### config.mk
export PLATFORM = sky130hd
export DESIGN_NAME = xor_checked_command_frame_parser_core_flat
export DESIGN_NICKNAME = d
export VERILOG_FILES = /design/src/rtl/xcfp_pkg.sv /design/src/rtl/xcfp_if.sv /design/src/rtl/xor_checked_command_frame_parser_core.sv /design/src/rtl/xcfp_front.sv /design/src/rtl/xcfp_op_fifo.sv /design/src/rtl/xcfp_back.sv /design/src/flat_wrapper.sv
export SDC_FILE = /design/constraint.sdc
export NUM_CORES = 1
export LEC_CHECK = 0
export ABC_CLOCK_PERIOD_IN_PS = 13100
export BUFFER_PORTS_ARGS = -buffer_cell sky130_fd_sc_hd__buf_2
export CAP_MARGIN = 20
export CORE_ASPECT_RATIO = 0.6
export CORE_MARGIN = 5
export CORE_UTILIZATION = 50
export CTS_BUF_LIST = sky130_fd_sc_hd__clkbuf_2 sky130_fd_sc_hd__clkbuf_4 sky130_fd_sc_hd__clkbuf_8
export DETAILED_ROUTE_END_ITERATION = 12
export GPL_TIMING_DRIVEN = 0
export PLACE_DENSITY = 0.68
export SYNTH_ARGS = -nofsm -noshare
export SYNTH_HDL_FRONTEND = slang
export SYNTH_SLANG_ARGS = --single-unit
### constraint.sdc
create_clock -name clk -period 13.1 [get_ports clk]
set_clock_uncertainty 0.15 [all_clocks]
set_input_delay 1.31 -clock clk [delete_from_list [all_inputs] [get_ports clk]]
set_output_delay 1.31 -clock clk [all_outputs]
set_load 0.005 [all_outputs]
### src/rtl/xcfp_pkg.sv
// shared types and constants for the command frame parser
package xcfp_pkg;

	localparam int unsigned MAX_LEN = 16;
	localparam int unsigned NUM_KEPT = 4;

	localparam logic [7:0] TUNER_BYTE = 8'h50;
	localparam logic [7:0] MIN_LEN_FLOOR = 8'd2;

	localparam logic [2:0] EV_NONE = 3'd0;
	localparam logic [2:0] EV_OK = 3'd1;
	localparam logic [2:0] EV_LEN_ERR = 3'd2;
	localparam logic [2:0] EV_SUM_ERR = 3'd3;
	localparam logic [2:0] EV_UNKNOWN = 3'd4;
	localparam logic [2:0] EV_TIMEOUT = 3'd5;
	localparam logic [2:0] EV_TUNER = 3'd6;

	localparam logic [7:0] TYPE_JOYSTICK = 8'd1;
	localparam logic [7:0] TYPE_MODE = 8'd2;
	localparam logic [7:0] TYPE_HEIGHT = 8'd3;
	localparam logic [7:0] TYPE_EMERGENCY = 8'd4;
	localparam logic [7:0] TYPE_HEARTBEAT = 8'd5;

	localparam logic [7:0] MODE_A = 8'd0;
	localparam logic [7:0] MODE_B = 8'd2;
	localparam logic [7:0] MODE_C = 8'd3;
	localparam logic [7:0] MODE_D = 8'd6;

	localparam logic [1:0] STEP_UP = 2'b01;
	localparam logic [1:0] STEP_DOWN = 2'b11;
	localparam logic [1:0] STEP_NONE = 2'b00;

	localparam logic [2:0] REG_HEADER = 3'd0;
	localparam logic [2:0] REG_MIN_LEN = 3'd1;
	localparam logic [2:0] REG_TIMEOUT = 3'd2;
	localparam logic [2:0] REG_UP = 3'd3;
	localparam logic [2:0] REG_DOWN = 3'd4;
	localparam logic [2:0] REG_STOP = 3'd5;
	localparam logic [2:0] REG_RESUME = 3'd6;

	localparam logic [7:0] RST_HEADER = 8'h5A;
	localparam logic [7:0] RST_MIN_LEN = 8'd2;
	localparam logic [7:0] RST_TIMEOUT = 8'd13;
	localparam logic [7:0] RST_UP = 8'd1;
	localparam logic [7:0] RST_DOWN = 8'd2;
	localparam logic [7:0] RST_STOP = 8'd1;
	localparam logic [7:0] RST_RESUME = 8'd0;

	typedef enum logic [2:0] {
		PH_HEADER,
		PH_LENGTH,
		PH_TYPE,
		PH_DATA,
		PH_CHECK
	} phase_t;

	typedef enum logic [2:0] {
		OP_NONE,
		OP_TUNER,
		OP_LEN_ERR,
		OP_GOOD,
		OP_BAD_SUM,
		OP_TICK
	} op_kind_t;

	typedef struct packed {
		op_kind_t    kind;
		logic [7:0]  frame_type;
		logic [31:0] data;
	} op_t;

	typedef struct packed {
		logic [7:0] header_byte;
		logic [7:0] min_len_field;
		logic [7:0] timeout_ticks;
		logic [7:0] height_up_code;
		logic [7:0] height_down_code;
		logic [7:0] stop_code;
		logic [7:0] resume_code;
	} cfg_t;

endpackage

### src/rtl/xcfp_if.sv
// request and result channel interfaces
interface xcfp_in_if;
	logic       valid;
	logic       ready;
	logic       cmd;
	logic [7:0] data_byte;

	modport source (output valid, output cmd, output data_byte, input ready);
	modport sink (input valid, input cmd, input data_byte, output ready);
endinterface

interface xcfp_out_if;
	logic               valid;
	logic               ready;
	logic        [2:0]  event_res;
	logic        [7:0]  frame_kind;
	logic signed [15:0] axis_forward;
	logic signed [15:0] axis_turn;
	logic        [2:0]  steer_mode;
	logic signed [1:0]  height_step;
	logic               emergency_flag;
	logic               stop_latched;
	logic               zero_drive;
	logic               link_active;
	logic        [15:0] good_frames;
	logic        [15:0] bad_frames;

	modport source (
		output valid, output event_res, output frame_kind, output axis_forward,
		output axis_turn, output steer_mode, output height_step, output emergency_flag,
		output stop_latched, output zero_drive, output link_active, output good_frames,
		output bad_frames, input ready
	);
	modport sink (
		input valid, input event_res, input frame_kind, input axis_forward,
		input axis_turn, input steer_mode, input height_step, input emergency_flag,
		input stop_latched, input zero_drive, input link_active, input good_frames,
		input bad_frames, output ready
	);
endinterface

### src/rtl/xor_checked_command_frame_parser_core.sv
// top level: configuration registers, parser, request queue and executor
// Takes one request per cycle while the request queue is not full (a received byte or a
// tick) and returns one result per request. Each accepted request passes through the
// request queue and the registered result stage before its result is presented. The parser
// classifies the byte combinationally and writes it into the two-entry request queue at the
// accepting edge. The executor pops it into the registered result stage, from which the
// result is taken. The parser and the executor stall independently, so a waiting result
// does not block new requests until the queue and result register are full. Configuration
// writes take effect at once; the user makes them while the block is idle (not enforced).
module xor_checked_command_frame_parser_core (
	input  logic       clk,
	input  logic       arst_n,
	xcfp_in_if.sink    in_ch,
	xcfp_out_if.source out_ch,
	input  logic       cfg_we,
	input  logic [2:0] cfg_index,
	input  logic [7:0] cfg_data
);
	import xcfp_pkg::*;

	cfg_t cfg_q;
	op_t  push_op;
	op_t  pop_op;
	logic push;
	logic pop;
	logic full;
	logic empty;

	always_ff @(posedge clk or negedge arst_n) begin
		if (!arst_n) begin
			cfg_q.header_byte <= RST_HEADER;
			cfg_q.min_len_field <= RST_MIN_LEN;
			cfg_q.timeout_ticks <= RST_TIMEOUT;
			cfg_q.height_up_code <= RST_UP;
			cfg_q.height_down_code <= RST_DOWN;
			cfg_q.stop_code <= RST_STOP;
			cfg_q.resume_code <= RST_RESUME;
		end else if (cfg_we) begin
			case (cfg_index)
				REG_HEADER: cfg_q.header_byte <= cfg_data;
				REG_MIN_LEN: cfg_q.min_len_field <= cfg_data;
				REG_TIMEOUT: cfg_q.timeout_ticks <= cfg_data;
				REG_UP: cfg_q.height_up_code <= cfg_data;
				REG_DOWN: cfg_q.height_down_code <= cfg_data;
				REG_STOP: cfg_q.stop_code <= cfg_data;
				REG_RESUME: cfg_q.resume_code <= cfg_data;
				default: ;
			endcase
		end
	end

	xcfp_front u_front (
		.clk    (clk),
		.arst_n (arst_n),
		.in_ch  (in_ch),
		.cfg    (cfg_q),
		.q_full (full),
		.q_push (push),
		.q_op   (push_op)
	);

	xcfp_op_fifo u_fifo (
		.clk     (clk),
		.arst_n  (arst_n),
		.push    (push),
		.push_op (push_op),
		.pop     (pop),
		.pop_op  (pop_op),
		.full    (full),
		.empty   (empty)
	);

	xcfp_back u_back (
		.clk     (clk),
		.arst_n  (arst_n),
		.cfg     (cfg_q),
		.q_empty (empty),
		.q_op    (pop_op),
		.q_pop   (pop),
		.out_ch  (out_ch)
	);

endmodule

### src/rtl/xcfp_front.sv
// byte parser: frames bytes, checks the sum and classifies each request
module xcfp_front (
	input  logic          clk,
	input  logic          arst_n,
	xcfp_in_if.sink       in_ch,
	input  xcfp_pkg::cfg_t cfg,
	input  logic          q_full,
	output logic          q_push,
	output xcfp_pkg::op_t q_op
);
	import xcfp_pkg::*;

	phase_t      phase_q, phase_d;
	logic [7:0]  len_q, len_d;
	logic [7:0]  kind_q, kind_d;
	logic [7:0]  widx_q, widx_d;
	logic [7:0]  xor_q, xor_d;
	logic [7:0]  buf_q [NUM_KEPT];
	logic        buf_we;
	logic [7:0]  lo_len;
	logic [8:0]  widx_sum;
	logic        accept;
	logic [7:0]  b;

	assign in_ch.ready = !q_full;
	assign accept = in_ch.valid && !q_full;
	assign q_push = accept;
	assign b = in_ch.data_byte;
	assign lo_len = (cfg.min_len_field < MIN_LEN_FLOOR) ? MIN_LEN_FLOOR : cfg.min_len_field;
	assign widx_sum = {1'b0, widx_q} + 9'd3;

	always_comb begin
		phase_d = phase_q;
		len_d = len_q;
		kind_d = kind_q;
		widx_d = widx_q;
		xor_d = xor_q;
		buf_we = 1'b0;
		q_op.kind = OP_NONE;
		q_op.frame_type = kind_q;
		q_op.data = {buf_q[3], buf_q[2], buf_q[1], buf_q[0]};
		if (in_ch.cmd) begin
			q_op.kind = OP_TICK;
		end else begin
			case (phase_q)
				PH_HEADER: begin
					if (b == cfg.header_byte) begin
						xor_d = 8'd0;
						phase_d = PH_LENGTH;
					end else if (b == TUNER_BYTE) begin
						q_op.kind = OP_TUNER;
					end
				end
				PH_LENGTH: begin
					len_d = b;
					xor_d = b;
					if (b < lo_len || b > 8'(MAX_LEN)) begin
						q_op.kind = OP_LEN_ERR;
						phase_d = PH_HEADER;
						len_d = 8'd0;
						kind_d = 8'd0;
						widx_d = 8'd0;
						xor_d = 8'd0;
					end else begin
						phase_d = PH_TYPE;
					end
				end
				PH_TYPE: begin
					kind_d = b;
					xor_d = xor_q ^ b;
					if (len_q <= 8'd2) begin
						phase_d = PH_CHECK;
					end else begin
						widx_d = 8'd0;
						phase_d = PH_DATA;
					end
				end
				PH_DATA: begin
					buf_we = (widx_q < 8'(NUM_KEPT));
					widx_d = widx_q + 8'd1;
					xor_d = xor_q ^ b;
					if (widx_sum >= {1'b0, len_q}) begin
						phase_d = PH_CHECK;
					end
				end
				PH_CHECK: begin
					q_op.kind = (b == xor_q) ? OP_GOOD : OP_BAD_SUM;
					phase_d = PH_HEADER;
					len_d = 8'd0;
					kind_d = 8'd0;
					widx_d = 8'd0;
					xor_d = 8'd0;
				end
				default: begin
					phase_d = PH_HEADER;
					len_d = 8'd0;
					kind_d = 8'd0;
					widx_d = 8'd0;
					xor_d = 8'd0;
				end
			endcase
		end
	end

	always_ff @(posedge clk or negedge arst_n) begin
		if (!arst_n) begin
			phase_q <= PH_HEADER;
			len_q <= 8'd0;
			kind_q <= 8'd0;
			widx_q <= 8'd0;
			xor_q <= 8'd0;
			for (int i = 0; i < NUM_KEPT; i++) begin
				buf_q[i] <= 8'd0;
			end
		end else if (accept) begin
			phase_q <= phase_d;
			len_q <= len_d;
			kind_q <= kind_d;
			widx_q <= widx_d;
			xor_q <= xor_d;
			if (buf_we) begin
				buf_q[widx_q[1:0]] <= b;
			end
		end
	end

endmodule

### src/rtl/xcfp_op_fifo.sv
// two-entry queue of classified requests between parser and executor
module xcfp_op_fifo (
	input  logic          clk,
	input  logic          arst_n,
	input  logic          push,
	input  xcfp_pkg::op_t push_op,
	input  logic          pop,
	output xcfp_pkg::op_t pop_op,
	output logic          full,
	output logic          empty
);
	import xcfp_pkg::*;

	op_t        mem_q [2];
	logic       wr_ptr_q;
	logic       rd_ptr_q;
	logic [1:0] count_q;

	assign full = (count_q == 2'd2);
	assign empty = (count_q == 2'd0);
	assign pop_op = mem_q[rd_ptr_q];

	always_ff @(posedge clk) begin
		if (push) begin
			mem_q[wr_ptr_q] <= push_op;
		end
	end

	always_ff @(posedge clk or negedge arst_n) begin
		if (!arst_n) begin
			wr_ptr_q <= 1'b0;
			rd_ptr_q <= 1'b0;
			count_q <= 2'd0;
		end else begin
			if (push) begin
				wr_ptr_q <= !wr_ptr_q;
			end
			if (pop) begin
				rd_ptr_q <= !rd_ptr_q;
			end
			case ({push, pop})
				2'b10: count_q <= count_q + 2'd1;
				2'b01: count_q <= count_q - 2'd1;
				default: count_q <= count_q;
			endcase
		end
	end

endmodule

### src/rtl/xcfp_back.sv
// executor: link timeout, counters, command decode and result register
module xcfp_back (
	input  logic           clk,
	input  logic           arst_n,
	input  xcfp_pkg::cfg_t cfg,
	input  logic           q_empty,
	input  xcfp_pkg::op_t  q_op,
	output logic           q_pop,
	xcfp_out_if.source     out_ch
);
	import xcfp_pkg::*;

	logic [7:0]  idle_q, idle_d, idle_inc;
	logic        active_q, active_d;
	logic        emerg_q, emerg_d;
	logic        stop_q, stop_d;
	logic [2:0]  mode_q, mode_d;
	logic [31:0] axes_q, axes_d;
	logic [15:0] ok_q, ok_d;
	logic [15:0] err_q, err_d;
	logic [2:0]  ev;
	logic [7:0]  kind;
	logic [1:0]  step;
	logic        zero;
	logic [7:0]  d0;
	logic        valid_q;

	assign q_pop = !q_empty && (!valid_q || out_ch.ready);
	assign out_ch.valid = valid_q;
	assign d0 = q_op.data[7:0];
	assign idle_inc = idle_q + 8'd1;

	always_comb begin
		idle_d = idle_q;
		active_d = active_q;
		emerg_d = emerg_q;
		stop_d = stop_q;
		mode_d = mode_q;
		axes_d = axes_q;
		ok_d = ok_q;
		err_d = err_q;
		ev = EV_NONE;
		kind = 8'd0;
		step = STEP_NONE;
		zero = 1'b0;
		case (q_op.kind)
			OP_TICK: begin
				if (active_q) begin
					idle_d = idle_inc;
					if (idle_inc >= cfg.timeout_ticks) begin
						active_d = 1'b0;
						emerg_d = 1'b0;
						idle_d = 8'd0;
						zero = 1'b1;
						ev = EV_TIMEOUT;
					end
				end
			end
			OP_TUNER: ev = EV_TUNER;
			OP_LEN_ERR: begin
				err_d = err_q + 16'd1;
				ev = EV_LEN_ERR;
			end
			OP_BAD_SUM: begin
				err_d = err_q + 16'd1;
				ev = EV_SUM_ERR;
			end
			OP_GOOD: begin
				idle_d = 8'd0;
				active_d = 1'b1;
				ok_d = ok_q + 16'd1;
				kind = q_op.frame_type;
				ev = EV_OK;
				case (q_op.frame_type)
					TYPE_JOYSTICK: axes_d = q_op.data;
					TYPE_MODE: begin
						if (d0 == MODE_A || d0 == MODE_B || d0 == MODE_C || d0 == MODE_D) begin
							mode_d = d0[2:0];
						end
					end
					TYPE_HEIGHT: begin
						if (d0 == cfg.height_up_code) begin
							step = STEP_UP;
						end else if (d0 == cfg.height_down_code) begin
							step = STEP_DOWN;
						end
					end
					TYPE_EMERGENCY: begin
						if (d0 == cfg.stop_code) begin
							emerg_d = 1'b1;
							stop_d = 1'b1;
							zero = 1'b1;
						end else if (d0 == cfg.resume_code) begin
							emerg_d = 1'b0;
							stop_d = 1'b0;
						end
					end
					TYPE_HEARTBEAT: ;
					default: begin
						err_d = err_q + 16'd1;
						ev = EV_UNKNOWN;
					end
				endcase
			end
			default: ;
		endcase
	end

	always_ff @(posedge clk or negedge arst_n) begin
		if (!arst_n) begin
			idle_q <= 8'd0;
			active_q <= 1'b0;
			emerg_q <= 1'b0;
			stop_q <= 1'b0;
			mode_q <= 3'd0;
			axes_q <= 32'd0;
			ok_q <= 16'd0;
			err_q <= 16'd0;
			valid_q <= 1'b0;
		end else begin
			if (q_pop) begin
				idle_q <= idle_d;
				active_q <= active_d;
				emerg_q <= emerg_d;
				stop_q <= stop_d;
				mode_q <= mode_d;
				axes_q <= axes_d;
				ok_q <= ok_d;
				err_q <= err_d;
				valid_q <= 1'b1;
			end else if (out_ch.ready) begin
				valid_q <= 1'b0;
			end
		end
	end

	always_ff @(posedge clk) begin
		if (q_pop) begin
			out_ch.event_res <= ev;
			out_ch.frame_kind <= kind;
			out_ch.axis_forward <= axes_d[15:0];
			out_ch.axis_turn <= axes_d[31:16];
			out_ch.steer_mode <= mode_d;
			out_ch.height_step <= step;
			out_ch.emergency_flag <= emerg_d;
			out_ch.stop_latched <= stop_d;
			out_ch.zero_drive <= zero;
			out_ch.link_active <= active_d;
			out_ch.good_frames <= ok_d;
			out_ch.bad_frames <= err_d;
		end
	end

endmodule

### src/flat_wrapper.sv
// flat-port wrapper written by rule: the top's interface ports become plain ports
module xor_checked_command_frame_parser_core_flat import xcfp_pkg::*;
  (clk, arst_n, cfg_we, cfg_index, cfg_data, in_ch_valid, in_ch_cmd, in_ch_data_byte, in_ch_ready, out_ch_valid, out_ch_event_res, out_ch_frame_kind, out_ch_axis_forward, out_ch_axis_turn, out_ch_steer_mode, out_ch_height_step, out_ch_emergency_flag, out_ch_stop_latched, out_ch_zero_drive, out_ch_link_active, out_ch_good_frames, out_ch_bad_frames, out_ch_ready);
  xcfp_in_if in_ch_i ();
  xcfp_out_if out_ch_i ();
  input  logic clk;
  input  logic arst_n;
  input  logic cfg_we;
  input  logic [2:0] cfg_index;
  input  logic [7:0] cfg_data;
  input wire logic [$bits(in_ch_i.valid)-1:0] in_ch_valid;
  input wire logic [$bits(in_ch_i.cmd)-1:0] in_ch_cmd;
  input wire logic [$bits(in_ch_i.data_byte)-1:0] in_ch_data_byte;
  output wire logic [$bits(in_ch_i.ready)-1:0] in_ch_ready;
  output wire logic [$bits(out_ch_i.valid)-1:0] out_ch_valid;
  output wire logic [$bits(out_ch_i.event_res)-1:0] out_ch_event_res;
  output wire logic [$bits(out_ch_i.frame_kind)-1:0] out_ch_frame_kind;
  output wire logic [$bits(out_ch_i.axis_forward)-1:0] out_ch_axis_forward;
  output wire logic [$bits(out_ch_i.axis_turn)-1:0] out_ch_axis_turn;
  output wire logic [$bits(out_ch_i.steer_mode)-1:0] out_ch_steer_mode;
  output wire logic [$bits(out_ch_i.height_step)-1:0] out_ch_height_step;
  output wire logic [$bits(out_ch_i.emergency_flag)-1:0] out_ch_emergency_flag;
  output wire logic [$bits(out_ch_i.stop_latched)-1:0] out_ch_stop_latched;
  output wire logic [$bits(out_ch_i.zero_drive)-1:0] out_ch_zero_drive;
  output wire logic [$bits(out_ch_i.link_active)-1:0] out_ch_link_active;
  output wire logic [$bits(out_ch_i.good_frames)-1:0] out_ch_good_frames;
  output wire logic [$bits(out_ch_i.bad_frames)-1:0] out_ch_bad_frames;
  input wire logic [$bits(out_ch_i.ready)-1:0] out_ch_ready;
  assign in_ch_i.valid = in_ch_valid;
  assign in_ch_i.cmd = in_ch_cmd;
  assign in_ch_i.data_byte = in_ch_data_byte;
  assign in_ch_ready = in_ch_i.ready;
  assign out_ch_valid = out_ch_i.valid;
  assign out_ch_event_res = out_ch_i.event_res;
  assign out_ch_frame_kind = out_ch_i.frame_kind;
  assign out_ch_axis_forward = out_ch_i.axis_forward;
  assign out_ch_axis_turn = out_ch_i.axis_turn;
  assign out_ch_steer_mode = out_ch_i.steer_mode;
  assign out_ch_height_step = out_ch_i.height_step;
  assign out_ch_emergency_flag = out_ch_i.emergency_flag;
  assign out_ch_stop_latched = out_ch_i.stop_latched;
  assign out_ch_zero_drive = out_ch_i.zero_drive;
  assign out_ch_link_active = out_ch_i.link_active;
  assign out_ch_good_frames = out_ch_i.good_frames;
  assign out_ch_bad_frames = out_ch_i.bad_frames;
  assign out_ch_i.ready = out_ch_ready;
  xor_checked_command_frame_parser_core u_core (.clk(clk), .arst_n(arst_n), .in_ch(in_ch_i), .out_ch(out_ch_i), .cfg_we(cfg_we), .cfg_index(cfg_index), .cfg_data(cfg_data));
endmodule
# Word-level counts from Yosys, hierarchy flattened
# Memory sizes are Yosys's and may differ from the RTL's.
# Cells that the tools add are included.
# Widths: inputs -> output; s select.
[op_classes] add_sub_neg=7 order_cmp=9 eq_ne=38 n_mux=65 n_bitwise=8 reduce_logical=41
[op_table] operator="$mux 32" count=2
[op_table] operator="$mux 8" count=8
[op_table] operator="$eq 8x8->1" count=6
[op_table] operator="$pmux 8 s3" count=2
[op_table] operator="$mux 3" count=11
[op_table] operator="$add 16x1->16 const B" count=2
[op_table] operator="$bwmux 32" count=1
[op_table] operator="$eq 8x2->1 const B" count=4
[op_table] operator="$mux 16" count=2
[op_table] operator="$pmux 16 s2" count=1
[op_table] operator="$pmux 8 s2" count=2
[op_table] operator="$pmux 8 s4" count=1
[op_table] operator="$eq 8x3->1 const B" count=3
[op_table] operator="$mux 1" count=24
[op_table] operator="$eq 3x2->1 const B" count=6
[op_table] operator="$eq 3x3->1 const B" count=6
[op_table] operator="$reduce_and 2->1" count=9
[op_table] operator="$add 8x1->8 const B" count=2
[op_table] operator="$demux 8 s2" count=1
[op_table] operator="$pmux 3 s5" count=1
[op_table] operator="$pmux 3 s4" count=1
[op_table] operator="$ne 2x2->1 const B" count=5
[op_table] operator="$add 8x2->9 const B" count=1
[op_table] operator="$eq 3x1->1 const B" count=3
[op_table] operator="35 further kinds" count=64
[word_totals] reg_bits=290 ram_bits=86 output_inout_bits=86 wordCells=210 mem_count=1
[mem_list] memory="u_core.u_fifo.mem_q" words=2 word_bits=43 read_ports=1 rd_clocked_by_memory_dff=0 write_ports=1 line="xcfp_op_fifo.sv:14" source="op_t mem_q [2];"

# Longest topological paths before layout
# Gate-level depths: netlist of run 1.
# An unclocked memory read counts as a cell.
[depth] depth_word=8 ltp_mapped=12

# Cells and area by module
# A second synthesis of run 1 with hierarchy kept.
[hier_totals] cells_unflattened=1230 hier_area_um2=17204.0
[modules_own_cells] module="xcfp_back" instances=1 cells_each=597 area_each_um2=7822.5
[modules_own_cells] module="xcfp_front" instances=1 cells_each=357 area_each_um2=3732.3
[modules_own_cells] module="xcfp_op_fifo" instances=1 cells_each=150 area_each_um2=3488.3
[modules_own_cells] module="xor_checked_command_frame_parser_core" instances=1 cells_each=126 area_each_um2=2160.8

# Worst setup path after synthesis of run 1
# OpenSTA, ideal clock, no wires.
[synth_path] path_kind="input to register" from="input port out_ch_ready" to="register u_core.u_fifo.count_q[1]" setup_ps=79 t_arrival_ps=5114 t_required_ps=12871 slack_ps=7757 cell_stages=7 cell_sequence="nand2b_1 o21ai_1 clkinv_1 clkbuf_1 ha_1 nor2_1 xor2_1"
[synth_via] elab_chain_cells=4 word_cells_on_any_way=6 cone_classes="eq/ne: 2; mux: 1; reduce/logical: 3"
[synth_rtl] element="start, declared" line="flat_wrapper.sv:28" source="input wire logic [$bits(out_ch_i.ready)-1:0] out_ch_ready;"
[synth_rtl] element="$logic_or 1x1->1 (*)" line="xcfp_back.sv:28" source="assign q_pop = !q_empty && (!valid_q || out_ch.ready);"
[synth_rtl] element="$logic_and 1x1->1 (*)" line="xcfp_back.sv:28"
[synth_rtl] element="via u_core.pop" line="xor_checked_command_frame_parser_core.sv:25" source="logic pop;"
[synth_rtl] element="$eq 2x1->1 or $eq 2x2->1 (tied branches)" line="xcfp_op_fifo.sv:41" source="case ({push, pop})"
[synth_rtl] element="$pmux 2 s2 or $reduce_bool 2->1 (tied branches)"
[synth_rtl] element="end signal, assigned" line="xcfp_op_fifo.sv:42" source="2'b10: count_q <= count_q + 2'd1;"
[synth_rtl] element="end signal, assigned" line="xcfp_op_fifo.sv:43" source="2'b01: count_q <= count_q - 2'd1;"
[synth_rtl] element="end signal, assigned" line="xcfp_op_fifo.sv:44" source="default: count_q <= count_q;"
[synth_rtl] element="end, declared" line="xcfp_op_fifo.sv:17" source="logic [1:0] count_q;"
# Mark *: on every way through the listed nets, which the timed path passes. The rest lies on a longest branch.
# A chain may end at the register's enable or synchronous reset.

# Final worst setup path of run 1
[layout_path] from="register u_core.cfg_q[45] in the netlist's numbering" to="register u_core.u_front.kind_q[5]"
[layout_via] elab_chain_cells=6
[layout_rtl] element="start, declared" line="xor_checked_command_frame_parser_core.sv:21" source="cfg_t cfg_q;"
[layout_rtl] element="$lt 8x2->1" line="xcfp_front.sv:29" source="assign lo_len = (cfg.min_len_field < MIN_LEN_FLOOR) ? MIN_LEN_FLOOR : cfg.min_len_field;"
[layout_rtl] element="$mux 8 (*)" line="xcfp_front.sv:29"
[layout_rtl] element="$lt 8x8->1 (*)" line="xcfp_front.sv:57" source="if (b < lo_len || b > 8'(MAX_LEN)) begin"
[layout_rtl] element="$logic_or 1x1->1 (*)" line="xcfp_front.sv:57"
[layout_rtl] element="$ne 2x2->1 (no source line) (*)"
[layout_rtl] element="$reduce_and 4->1 (no source line) (*)"
[layout_rtl] element="end signal, assigned" line="xcfp_front.sv:118" source="kind_q <= kind_d;"
[layout_rtl] element="end, declared" line="xcfp_front.sv:15" source="logic [7:0] kind_q, kind_d;"
# Mark *: on every way between the ends. The rest lies on a longest branch, timed or not.

==> results of run 1 <==
## path summary, 6_finish.rpt
path	endpoint	start
max in group asynchronous	u_core.u_back.axes_q[24]$_DFFE_PN0P_	arst_n
worst min register to register	u_core.u_fifo.mem_q[1][8]$_DFFE_PP_	u_core.u_front.q_op[8]$_DFFE_PN0P_
worst max register to register	u_core.u_front.kind_q[5]$_DFFE_PN0P_	u_core.cfg_q[45]$_DFFE_PN0P_
worst min-delay path	u_core.u_fifo.mem_q[1][8]$_DFFE_PP_	u_core.u_front.q_op[8]$_DFFE_PN0P_
worst max-delay path	u_core.u_front.kind_q[5]$_DFFE_PN0P_	u_core.cfg_q[45]$_DFFE_PN0P_
min in group asynchronous	u_core.u_back.idle_q[0]$_DFFE_PN0P_	arst_n
## logic make-up (layout without fill, tap and decap cells)
group                    count (synthesis)  after routing  share of synthesized area, %
AO/OA/AOI/OAI                          190            190                         7.292
XOR/XNOR                               125            125                         6.571
adder cells (fa/ha/maj)                 32             32                         2.403
buffers and inverters                   80            297                         2.230
flip-flops                             376            376                         61.66
multiplexers                           133            133                         8.748
other                                    0              1                             0
AND/OR/NAND/NOR                        383            383                         11.10
## state kept, by name, indices dropped and copies added, names as in the netlist, 8 cells and up
signal,count
u_core.u_back.out_ch.good_frames,16
u_core.u_front.widx_q,8
u_core.u_front.kind_q,8
u_core.cfg_q,56
u_core.u_back.out_ch.axis_turn,16
u_core.u_front.len_q,8
u_core.u_front.q_op,32
u_core.u_back.out_ch.axis_forward,16
u_core.u_back.err_q,16
u_core.u_back.out_ch.frame_kind,8
u_core.u_back.ok_q,16
u_core.u_back.out_ch.bad_frames,16
u_core.u_back.axes_q,32
u_core.u_front.xor_q,8
u_core.u_fifo.mem_q,86
u_core.u_back.idle_q,8
## synthesized netlist by cell type, types with 3 or more instances
cell / count
dfstp_2: 11
xnor2_1: 98
nor2_1: 63
a21oi_1: 20
nor3b_1: 7
a211oi_1: 4
edfxtp_1: 170
nand4b_1: 8
o21ai_1: 63
dfrtp_1: 195
o211ai_1: 7
buf_2: 12
nor3_1: 24
a211o_1: 3
nand2b_1: 7
o21ai_0: 39
buf_6: 6
clkbuf_1: 27
xor2_1: 27
nand3_1: 53
buf_4: 3
ha_1: 32
or4_1: 11
nor4_1: 17
a21o_1: 12
mux2i_1: 40
nand2_1: 153
and3_1: 7
inv_1: 29
nand4_1: 12
mux2i_2: 4
o31ai_1: 7
mux2_2: 88
a22o_1: 13
or2_2: 5
## per-layer routing
| metal | vias up | track usage [%] | wire (um) |
|---|---|---|---|
| met5 | - | 0 | 0 |
| met4 | 0 | 4.933 | 715 |
| met3 | 51 | 4.409 | 2747 |
| met2 | 335 | 27.39 | 14960 |
| met1 | 5327 | 32.46 | 18440 |
| li1 | 5115 | - | - |
## through the flow
step	total power [mW]	util, %
detailed placement	2.682	54.85
CTS	3.658	58.33
floorplan	2.330	-
global route	3.846	58.39
finish	3.632	58.40
global placement	2.646	54.38
## power breakdown
part | leakage [nW] | switching, mW | total, mW | internal [mW]
clock | 0.613 | 0.452 | 0.974 | 0.521
combinational | 2.95 | 0.564 | 0.944 | 0.381
sequential | 4.35 | 0.138 | 1.71 | 1.58
total | 7.91 | 1.15 | 3.63 | 2.48
## final cells by class
| cell class | instances | area [um2] |
|---|---|---|
| tap | 450 | 563.0 |
| buffer | 50 | 262.8 |
| clock inverter | 20 | 158.9 |
| fill | 2739 | 13590 |
| antenna | 1 | 2.502 |
| multi-input combinational | 863 | 6030 |
| timing repair buffer | 116 | 699.4 |
| inverter | 30 | 112.6 |
| sequential | 376 | 10270 |
| clock buffer | 81 | 977.2 |
==> impl_metrics.py, run 1 <==
metrics = {
    "synthesis": {
        "synth_cell_types": 70,
        "avgSynthCellArea_um2": 12.63,
        "synth-seq-area-share_pct": 61.66,
        "netlist_area_um2": 16660,
        "synth_ff_type": "dfrtp_1",
        "synth_warnings": 0,
        "ys_ff_latch": 376,
        "syn_nets": 1376,
        "synth_area_leaders": "edfxtp_1, dfrtp_1, mux2_2",
        "synth_top_area_cell": "edfxtp_1",
        "synthCells": 1319,
        "synthArstFlopShare_pct": 54.79,
        "synth_edf_count": 170,
        "synth_top_area_share_pct": 30.64,
    },
    "worst_hold_path": {
        "hold_depth": 0,
        "hp-class": "flop to flop",
    },
    "critical_path": {
        "crit_chain": "or4_1 -> nor4_1 -> nor2_1 -> ha_1 -> nor3b_1 -> o41ai_1 -> a211oi_1 -> a211oi_2 -> or4b_1 -> buf_2 -> a22o_1",
        "reg2reg_slack_ns": 9.40,
        "crit_required_ns": 13.45,
        "cp.arrival_ns": 4.06,
        "cpLargestDelayFamily": "simple AND/OR/NAND/NOR gates",
        "end_kind": "flop",
        "crit_fanout": 10,
        "timing.critical_path.depth": 11,
        "critPathLaunchType": "flop",
        "critPathMaxStageDelay_ns": 0.61,
        "slowest_stage": "or4b_1",
        "worst-path-buf-inv": 1,
        "worstSetupPathType": "flop to flop",
        "r2r_cells": 11,
    },
    "timing": {
        "finalCritPeriodShare_pct": 28.25,
        "hold_viol_final": 0,
        "hold_ws_ns": 0.3139,
        "drv_slew": 0,
        "max_slew_margin_pct": 26.46,
        "fmax_mhz": 270.2,
        "setup_ws_ns": 9.399,
        "setup_viol": 0,
        "final.setup.tns_ns": 0,
        "fin_crit_ns": 3.701,
        "rsz0062_at_grt": "false",
        "worstMarginPinSlew_ns": 1.072,
    },
    "layout": {
        "final_area_um2": 19080,
        "area_growth_pct": 14.51,
        "layout_commonest_cell": "dfrtp_1",
        "layout.cells.non_filler": 1987,
        "drive_above_1_share_pct": 23.11,
        "final_cell_mix": "dfrtp_1, edfxtp_1, nand2_1",
        "num-nets-final": 1548,
    },
    "placed_design": {
        "placedCellCount": 1883,
        "dpl_cell_area_um2": 17920,
        "io_buffers": 108,
        "place_hpwl_um": 25890,
        "pre_cts_ws_ns": 8.413,
        "gp_congestion": 0.8706,
    },
    "clocking": {
        "clock_latency_ns": 0.62,
        "cts-buffers-inserted": 54,
        "ctsHoldBuffers": 0,
        "cts_setup_buffers": 0,
        "htreeDepth": 2,
        "clock-root-buffer": "clkbuf_8",
        "clk_path_buf_depth": 3,
        "cts_tree": "done",
        "clk_pin_slew_ns": 0.07,
        "cts_sinks": 376,
        "cts_resized": 0,
    },
    "global_route": {
        "grt_max_degree": 84,
        "grt-ovfl-total": 0,
        "grt_use_total_pct": 20.10,
        "antenna_found_initial": 0,
        "grt_pass1_wl_um": 59110,
        "grt_pass1_vias": 10710,
    },
    "floorplanning": {
        "die_h_um": 151.4,
        "design.die.area_um2": 37190,
        "fp-row-count": 51,
        "pin_count": 111,
        "die_w_um": 245.7,
        "core_um2": 32670,
        "start_util_pct": 51.00,
    },
    "status": {
        "status": "finished clean",
    },
    "pwr": {
        "power_density_nw_per_um2": 190.4,
        "power_leakage_nw": 7.908,
        "vdd_ir_drop_max_mv": 0.1065,
    },
    "detailed_routing": {
        "ant_nets": 0,
        "routed_wl_um": 36870,
        "drt-wirelength-per-cell_um": 18.55,
        "first_pass_iters": 5,
        "drt_iter0_drc": 836,
        "vias": 10830,
        "drt-vias-per-instance": 5.449,
        "route.detailed.drc": 0,
    },
    "job": {
        "maxCapViolations": 0,
    },
}
Note: power is estimated with default switching activity, not from simulation.
==> run 2: changes to the inputs <==
- ABC_CLOCK_PERIOD_IN_PS: 13100 -> 3400
- PLACE_DENSITY: 0.68 -> 0.7
- clock period: 13.1 -> 3.4 ns (I/O delays scaled with it)
==> impl_metrics.py, run 2 (synthesis gave the netlist of run 1 again) <==
metrics = {
    "detailed_routing": {
        "drt-wirelength-per-cell_um": 19.04,
        "ant_nets": 0,
        "drt_iter0_drc": 954,
        "routed_wl_um": 38110,
        "drt-vias-per-instance": 5.527,
        "route.detailed.drc": 0,
        "vias": 11070,
        "first_pass_iters": 5,
    },
    "critical_path": {
        "worstReg2RegEnd": "u_core.u_front.kind_q[3]$_DFFE_PN0P_",
        "critPathLaunchType": "flop",
        "crit_required_ns": 3.75,
        "worstSetupPathType": "flop to flop",
        "end_kind": "flop",
        "cp.arrival_ns": 3.70,
        "reg2reg_slack_ns": 0.05,
        "r2r_cells": 11,
        "cp-endpoint": "u_core.u_front.kind_q[3]$_DFFE_PN0P_",
        "crit_fanout": 8,
        "startpoint": "u_core.cfg_q[45]$_DFFE_PN0P_",
        "worstReg2RegStart": "u_core.cfg_q[45]$_DFFE_PN0P_",
    },
    "job": {
        "maxCapViolations": 0,
    },
    "timing": {
        "setup_viol": 0,
        "fmax_mhz": 298.5,
        "max_slew_margin_pct": 27.46,
        "hold_viol_final": 0,
        "fin_crit_ns": 3.350,
        "finalCritPeriodShare_pct": 98.53,
        "worstMarginPinSlew_ns": 1.080,
        "rsz0062_at_grt": "true",
        "drv_slew": 0,
    },
    "layout": {
        "largest_reg_flops": 86,
        "num-nets-final": 1563,
        "n_antenna_cell": 0,
        "drive_above_1_share_pct": 24.36,
        "fillerInstances": 2659,
        "regMostFlops": "u_core.u_fifo.mem_q",
        "fin_util_pct": 59.46,
        "top_regs": "u_core.u_fifo.mem_q x86, u_core.cfg_q x56",
        "final_cell_mix": "dfrtp_1, edfxtp_1, nand2_1",
        "final_area_um2": 19430,
        "area_growth_pct": 16.60,
        "layout_commonest_cell": "dfrtp_1",
    },
    "clocking": {
        "clk_path_buf_depth": 3,
        "clock_latency_ns": 0.62,
        "clock-root-buffer": "clkbuf_8",
        "clk_pin_slew_ns": 0.07,
        "cts_sinks": 376,
        "cts-buffers-inserted": 54,
        "htreeDepth": 2,
        "cts_tree": "done",
    },
    "status": {
        "status": "finished clean",
    },
    "global_route": {
        "grt_use_total_pct": 20.50,
        "grt-ovfl-total": 0,
        "grt_pass1_vias": 10990,
        "grt_pass1_wl_um": 60730,
        "antenna_found_initial": 0,
        "grt_max_degree": 111,
    },
    "placed_design": {
        "dpl_cell_area_um2": 17890,
        "io_buffers": 108,
        "gp_congestion": 0.8695,
        "place_hpwl_um": 26030,
    },
    "floorplanning": {
        "design.die.area_um2": 37190,
        "fp-row-count": 51,
        "pin_count": 111,
        "die_w_um": 245.7,
        "die_h_um": 151.4,
        "start_util_pct": 51.00,
        "core_um2": 32670,
    },
    "pwr": {
        "power_density_nw_per_um2": 745.5,
        "vdd_ir_drop_max_mv": 0.3629,
        "power_leakage_nw": 8.021,
    },
    "worst_hold_path": {
        "hp-class": "input pin to flop",
    },
}
[run 2: changes by cell type in the layout (fill, tap and decap cells not counted), moves of 3 or more]
cell and change:
dlygate4sd3_1 +12, clkbuf_4 -7, clkbuf_8 +6, buf_4 +5, clkinv_1 -4, bufinv_16 +3
mux2i_1 -3
[run 2: worst min-delay path by stage]
| stage | from | end | slack, ns | cells past startpoint |
|---|---|---|---|---|
| after detailed placement | arst_n | u_core.u_back.idle_q[0]$_DFFE_PN0P_ | 0.28 | 1 |
| after CTS | cfg_index[1] | u_core.cfg_q[35]$_DFFE_PN1P_ | 0.01 | 5 |
| after global placement | u_core.u_front.q_op[31]$_DFFE_PN0P_ | u_core.u_fifo.mem_q[1][31]$_DFFE_PP_ | 0.29 | 0 |
| after global routing | cfg_index[1] | u_core.cfg_q[35]$_DFFE_PN1P_ | 0.06 | 5 |
| after floorplan | arst_n | u_core.cfg_q[0]$_DFFE_PN0P_ | -0.11 | 0 |
| final | cfg_index[1] | u_core.cfg_q[34]$_DFFE_PN1P_ | 0.04 | 5 |
[run 2: report_power, final]
| part | switching, mW | internal, mW |
|---|---|---|
| logic | 2.25 | 1.51 |
| clock network | 1.76 | 2.33 |
| registers | 0.562 | 6.08 |
[run 2: through the flow]
| stage | instances | hold WS (ns) | worst slack (ns) | power [mW] | TNS (ns) |
|---|---|---|---|---|---|
| floorplan | 1319 | -0.1056 | 0.2235 | 8.955 | 0 |
| global placement | 1877 | 0.2926 | -1.861 | 10.17 | -482.43 |
| detailed placement | 1884 | 0.2846 | -0.4934 | 10.35 | -6.095 |
| CTS | 1998 | 0.01135 | 0.02253 | 14.51 | 0 |
| global route | 2002 | 0.06312 | -0.08246 | 15.24 | -0.7636 |
| finish | 2002 | 0.04242 | 0.05006 | 14.48 | 0 |
[run 2: layout make-up]
type	instances	area [um2]	area share [%]
clock inverters	20	242.7	1.249
flip-flops and latches	376	10270	52.89
repair buffers	131	805.8	4.148
plain buffers	49	257.7	1.327
clock buffers	82	1028	5.294
well taps	450	563.0	2.898
inverters	30	113.9	0.5861
multi-input cells	864	6141	31.61
[run 2: worst max-delay path, cell delays in order (launching register included)]
cell and delay (ns):
dfrtp_1 0.39, or4_4 0.57, nor4_4 0.22, nor2_1 0.08, ha_2 0.20, nor3b_2 0.20, o41ai_2 0.11, a211oi_2 0.21
buf_4 0.17, a211oi_4 0.06, or4b_4 0.65, a22o_1 0.24
[run 2: timing repair]
item	in CTS	in global routing
pin swaps	1	12
buffers inserted	1	3
hold endpoints to repair	147	0
resized for setup	10	12
gates cloned	0	1
setup endpoints to repair	71	41
hold buffers	12	0
[run 2: routing by layer]
| layer | up-vias | track usage [%] | wire (um) |
|---|---|---|---|
| met4 | 2 | 4.208 | 421 |
| li1 | 5146 | - | - |
| met2 | 367 | 29.20 | 16040 |
| met5 | - | 0.9358 | 43 |
| met1 | 5512 | 32.54 | 18860 |
| met3 | 39 | 4.145 | 2743 |
==> run 3: changes to the inputs <==
- CTS_BUF_LIST: sky130_fd_sc_hd__clkbuf_2 sky130_fd_sc_hd__clkbuf_4 sky130_fd_sc_hd__clkbuf_8 -> sky130_fd_sc_hd__clkbuf_8
- PLACE_DENSITY: 0.7 -> 0.66
==> impl_metrics.py, run 3 (synthesis gave the netlist of run 1 again) <==
metrics = {
    "status": {
        "status": "finished clean",
    },
    "global_route": {
        "grt_pass1_vias": 10670,
        "grt_pass1_wl_um": 59330,
        "grt_max_degree": 108,
        "grt-ovfl-total": 0,
        "grt_use_total_pct": 20.26,
        "antenna_found_initial": 0,
    },
    "timing": {
        "drv_slew": 0,
        "final.setup.tns_ns": 0,
        "fmax_mhz": 305.9,
        "finalCritPeriodShare_pct": 96.14,
        "setup_ws_ns": 0.1313,
        "fin_crit_ns": 3.269,
        "max_slew_margin_pct": 28.76,
        "rsz0062_at_grt": "true",
        "worstMarginPinSlew_ns": 1.061,
        "hold_viol_final": 0,
        "setup_viol": 0,
        "hold_ws_ns": 0.06556,
    },
    "placed_design": {
        "io_buffers": 108,
        "placedCellCount": 1882,
        "place_hpwl_um": 26040,
        "gp_congestion": 0.8585,
        "pre_cts_ws_ns": -0.3364,
    },
    "layout": {
        "multiInputGateArea_um2": 6117,
        "n_antenna_cell": 0,
        "top_regs": "u_core.u_fifo.mem_q x86, u_core.cfg_q x56",
        "area_growth_pct": 15.39,
        "largest_reg_flops": 86,
        "layout_commonest_cell": "dfrtp_1",
        "fillerInstances": 2734,
        "layout.cells.non_filler": 2000,
        "regMostFlops": "u_core.u_fifo.mem_q",
        "num-nets-final": 1562,
        "drive_above_1_share_pct": 22.06,
        "regArea_um2": 10270,
        "final_cell_mix": "dfrtp_1, edfxtp_1, nand2_1",
    },
    "clocking": {
        "clk_path_buf_depth": 3,
        "cts_sinks": 376,
        "clock-root-buffer": "clkbuf_8",
        "cts_tree": "done",
        "cts-buffers-inserted": 54,
        "htreeDepth": 2,
        "clock_latency_ns": 0.63,
        "clk_pin_slew_ns": 0.07,
    },
    "detailed_routing": {
        "routed_wl_um": 37220,
        "first_pass_iters": 5,
        "drt-wirelength-per-cell_um": 18.61,
        "drt_iter0_drc": 848,
        "drt-vias-per-instance": 5.419,
        "ant_nets": 0,
        "vias": 10840,
        "route.detailed.drc": 0,
    },
    "pwr": {
        "power_frac_comb_pct": 26.6,
        "p_sw_share_pct": 32.28,
        "p_total_mw": 13.92,
        "p_int_mw": 9.428,
        "power_density_nw_per_um2": 724.1,
        "pwr-share-clk_pct": 25.8,
        "pwr-share-seq_pct": 47.6,
        "power_switching_mw": 4.494,
        "power_leakage_nw": 7.982,
        "vdd_ir_drop_max_mv": 0.3989,
    },
    "worst_hold_path": {
        "hp-start": "cfg_we",
        "hold_depth": 5,
        "hold_end": "u_core.cfg_q[36]$_DFFE_PN0P_",
        "hp-class": "input pin to flop",
    },
    "critical_path": {
        "critPathLaunchType": "flop",
        "worstSetupPathType": "flop to flop",
        "crit_fanout": 8,
        "reg2reg_slack_ns": 0.13,
        "r2r_cells": 11,
        "end_kind": "flop",
        "worstReg2RegEnd": "u_core.u_front.kind_q[0]$_DFFE_PN0P_",
        "worstReg2RegStart": "u_core.cfg_q[45]$_DFFE_PN0P_",
        "cp.arrival_ns": 3.61,
        "crit_required_ns": 3.74,
    },
    "floorplanning": {
        "core_um2": 32670,
        "fp-row-count": 51,
        "die_h_um": 151.4,
        "design.die.area_um2": 37190,
        "start_util_pct": 51.00,
        "die_w_um": 245.7,
        "pin_count": 111,
    },
    "job": {
        "maxCapViolations": 0,
    },
}
run 3: critical path, cell delays in order (launching register included):
cell	delay, ns
dfrtp_1	0.39
or4_4	0.55
nor4_2	0.14
nor2_1	0.08
ha_1	0.22
nor3b_2	0.21
o41ai_2	0.12
a211oi_2	0.22
buf_4	0.16
a211oi_4	0.06
or4b_4	0.60
a22o_1	0.26
run 3: stage by stage:
step / utilization, % / instance area, um2
floorplan: - / 16660
global placement: 54.38 / 17770
detailed placement: 54.76 / 17890
CTS: 58.64 / 19160
global route: 58.85 / 19230
finish: 58.85 / 19230
run 3: power by group through the flow:
stage / logic (mW) / registers [mW] / clock network [mW]
global route: 4.07 / 6.75 / 3.92
floorplan: 2.30 / 6.65 / 0
finish: 3.70 / 6.63 / 3.59
global placement: 3.48 / 6.71 / 0
detailed placement: 3.65 / 6.70 / 0
CTS: 3.69 / 6.62 / 3.70
run 3: layer usage:
metal | wire, um | global-route usage [%]
met3 | 2514 | 4.727
met5 | 0 | 0
met4 | 707 | 5.045
met1 | 18830 | 32.14
met2 | 15170 | 28.06
run 3: worst max path at each step:
stage	from	to	slack (ns)	cells past startpoint
after floorplan	u_core.u_fifo.count_q[0]$_DFFE_PN0P_	u_core.u_fifo.count_q[1]$_DFFE_PN0P_	0.22	7
after global placement	arst_n	u_core.cfg_q[44]$_DFFE_PN0P_	-1.88	1
after detailed placement	u_core.cfg_q[45]$_DFFE_PN0P_	u_core.u_front.widx_q[4]$_DFFE_PN0P_	-0.34	10
after CTS	u_core.u_fifo.rd_ptr_q$_DFFE_PN0P_	u_core.u_back.out_ch.height_step[1]$_SDFFCE_PP0P_	0.02	7
after global routing	u_core.u_fifo.rd_ptr_q$_DFFE_PN0P_	u_core.u_back.out_ch.height_step[1]$_SDFFCE_PP0P_	-0.02	7
final	u_core.cfg_q[45]$_DFFE_PN0P_	u_core.u_front.kind_q[0]$_DFFE_PN0P_	0.13	11
run 3: what timing repair did:
action / in CTS / in global routing
setup endpoints to repair: 70 / 36
pin swaps: 1 / 2
resized for setup: 6 / 13
hold buffers: 15 / 0
buffers inserted: 1 / 1
hold endpoints to repair: 143 / 0
run 3: final cells by class:
class / instances / area share, %
inverter: 30 / 0.5857
multi-input combinational: 863 / 31.81
buffer: 49 / 1.341
clock buffer: 56 / 4.009
clock inverter: 45 / 1.614
tap: 450 / 2.928
timing repair buffer: 131 / 4.269
sequential: 376 / 53.44
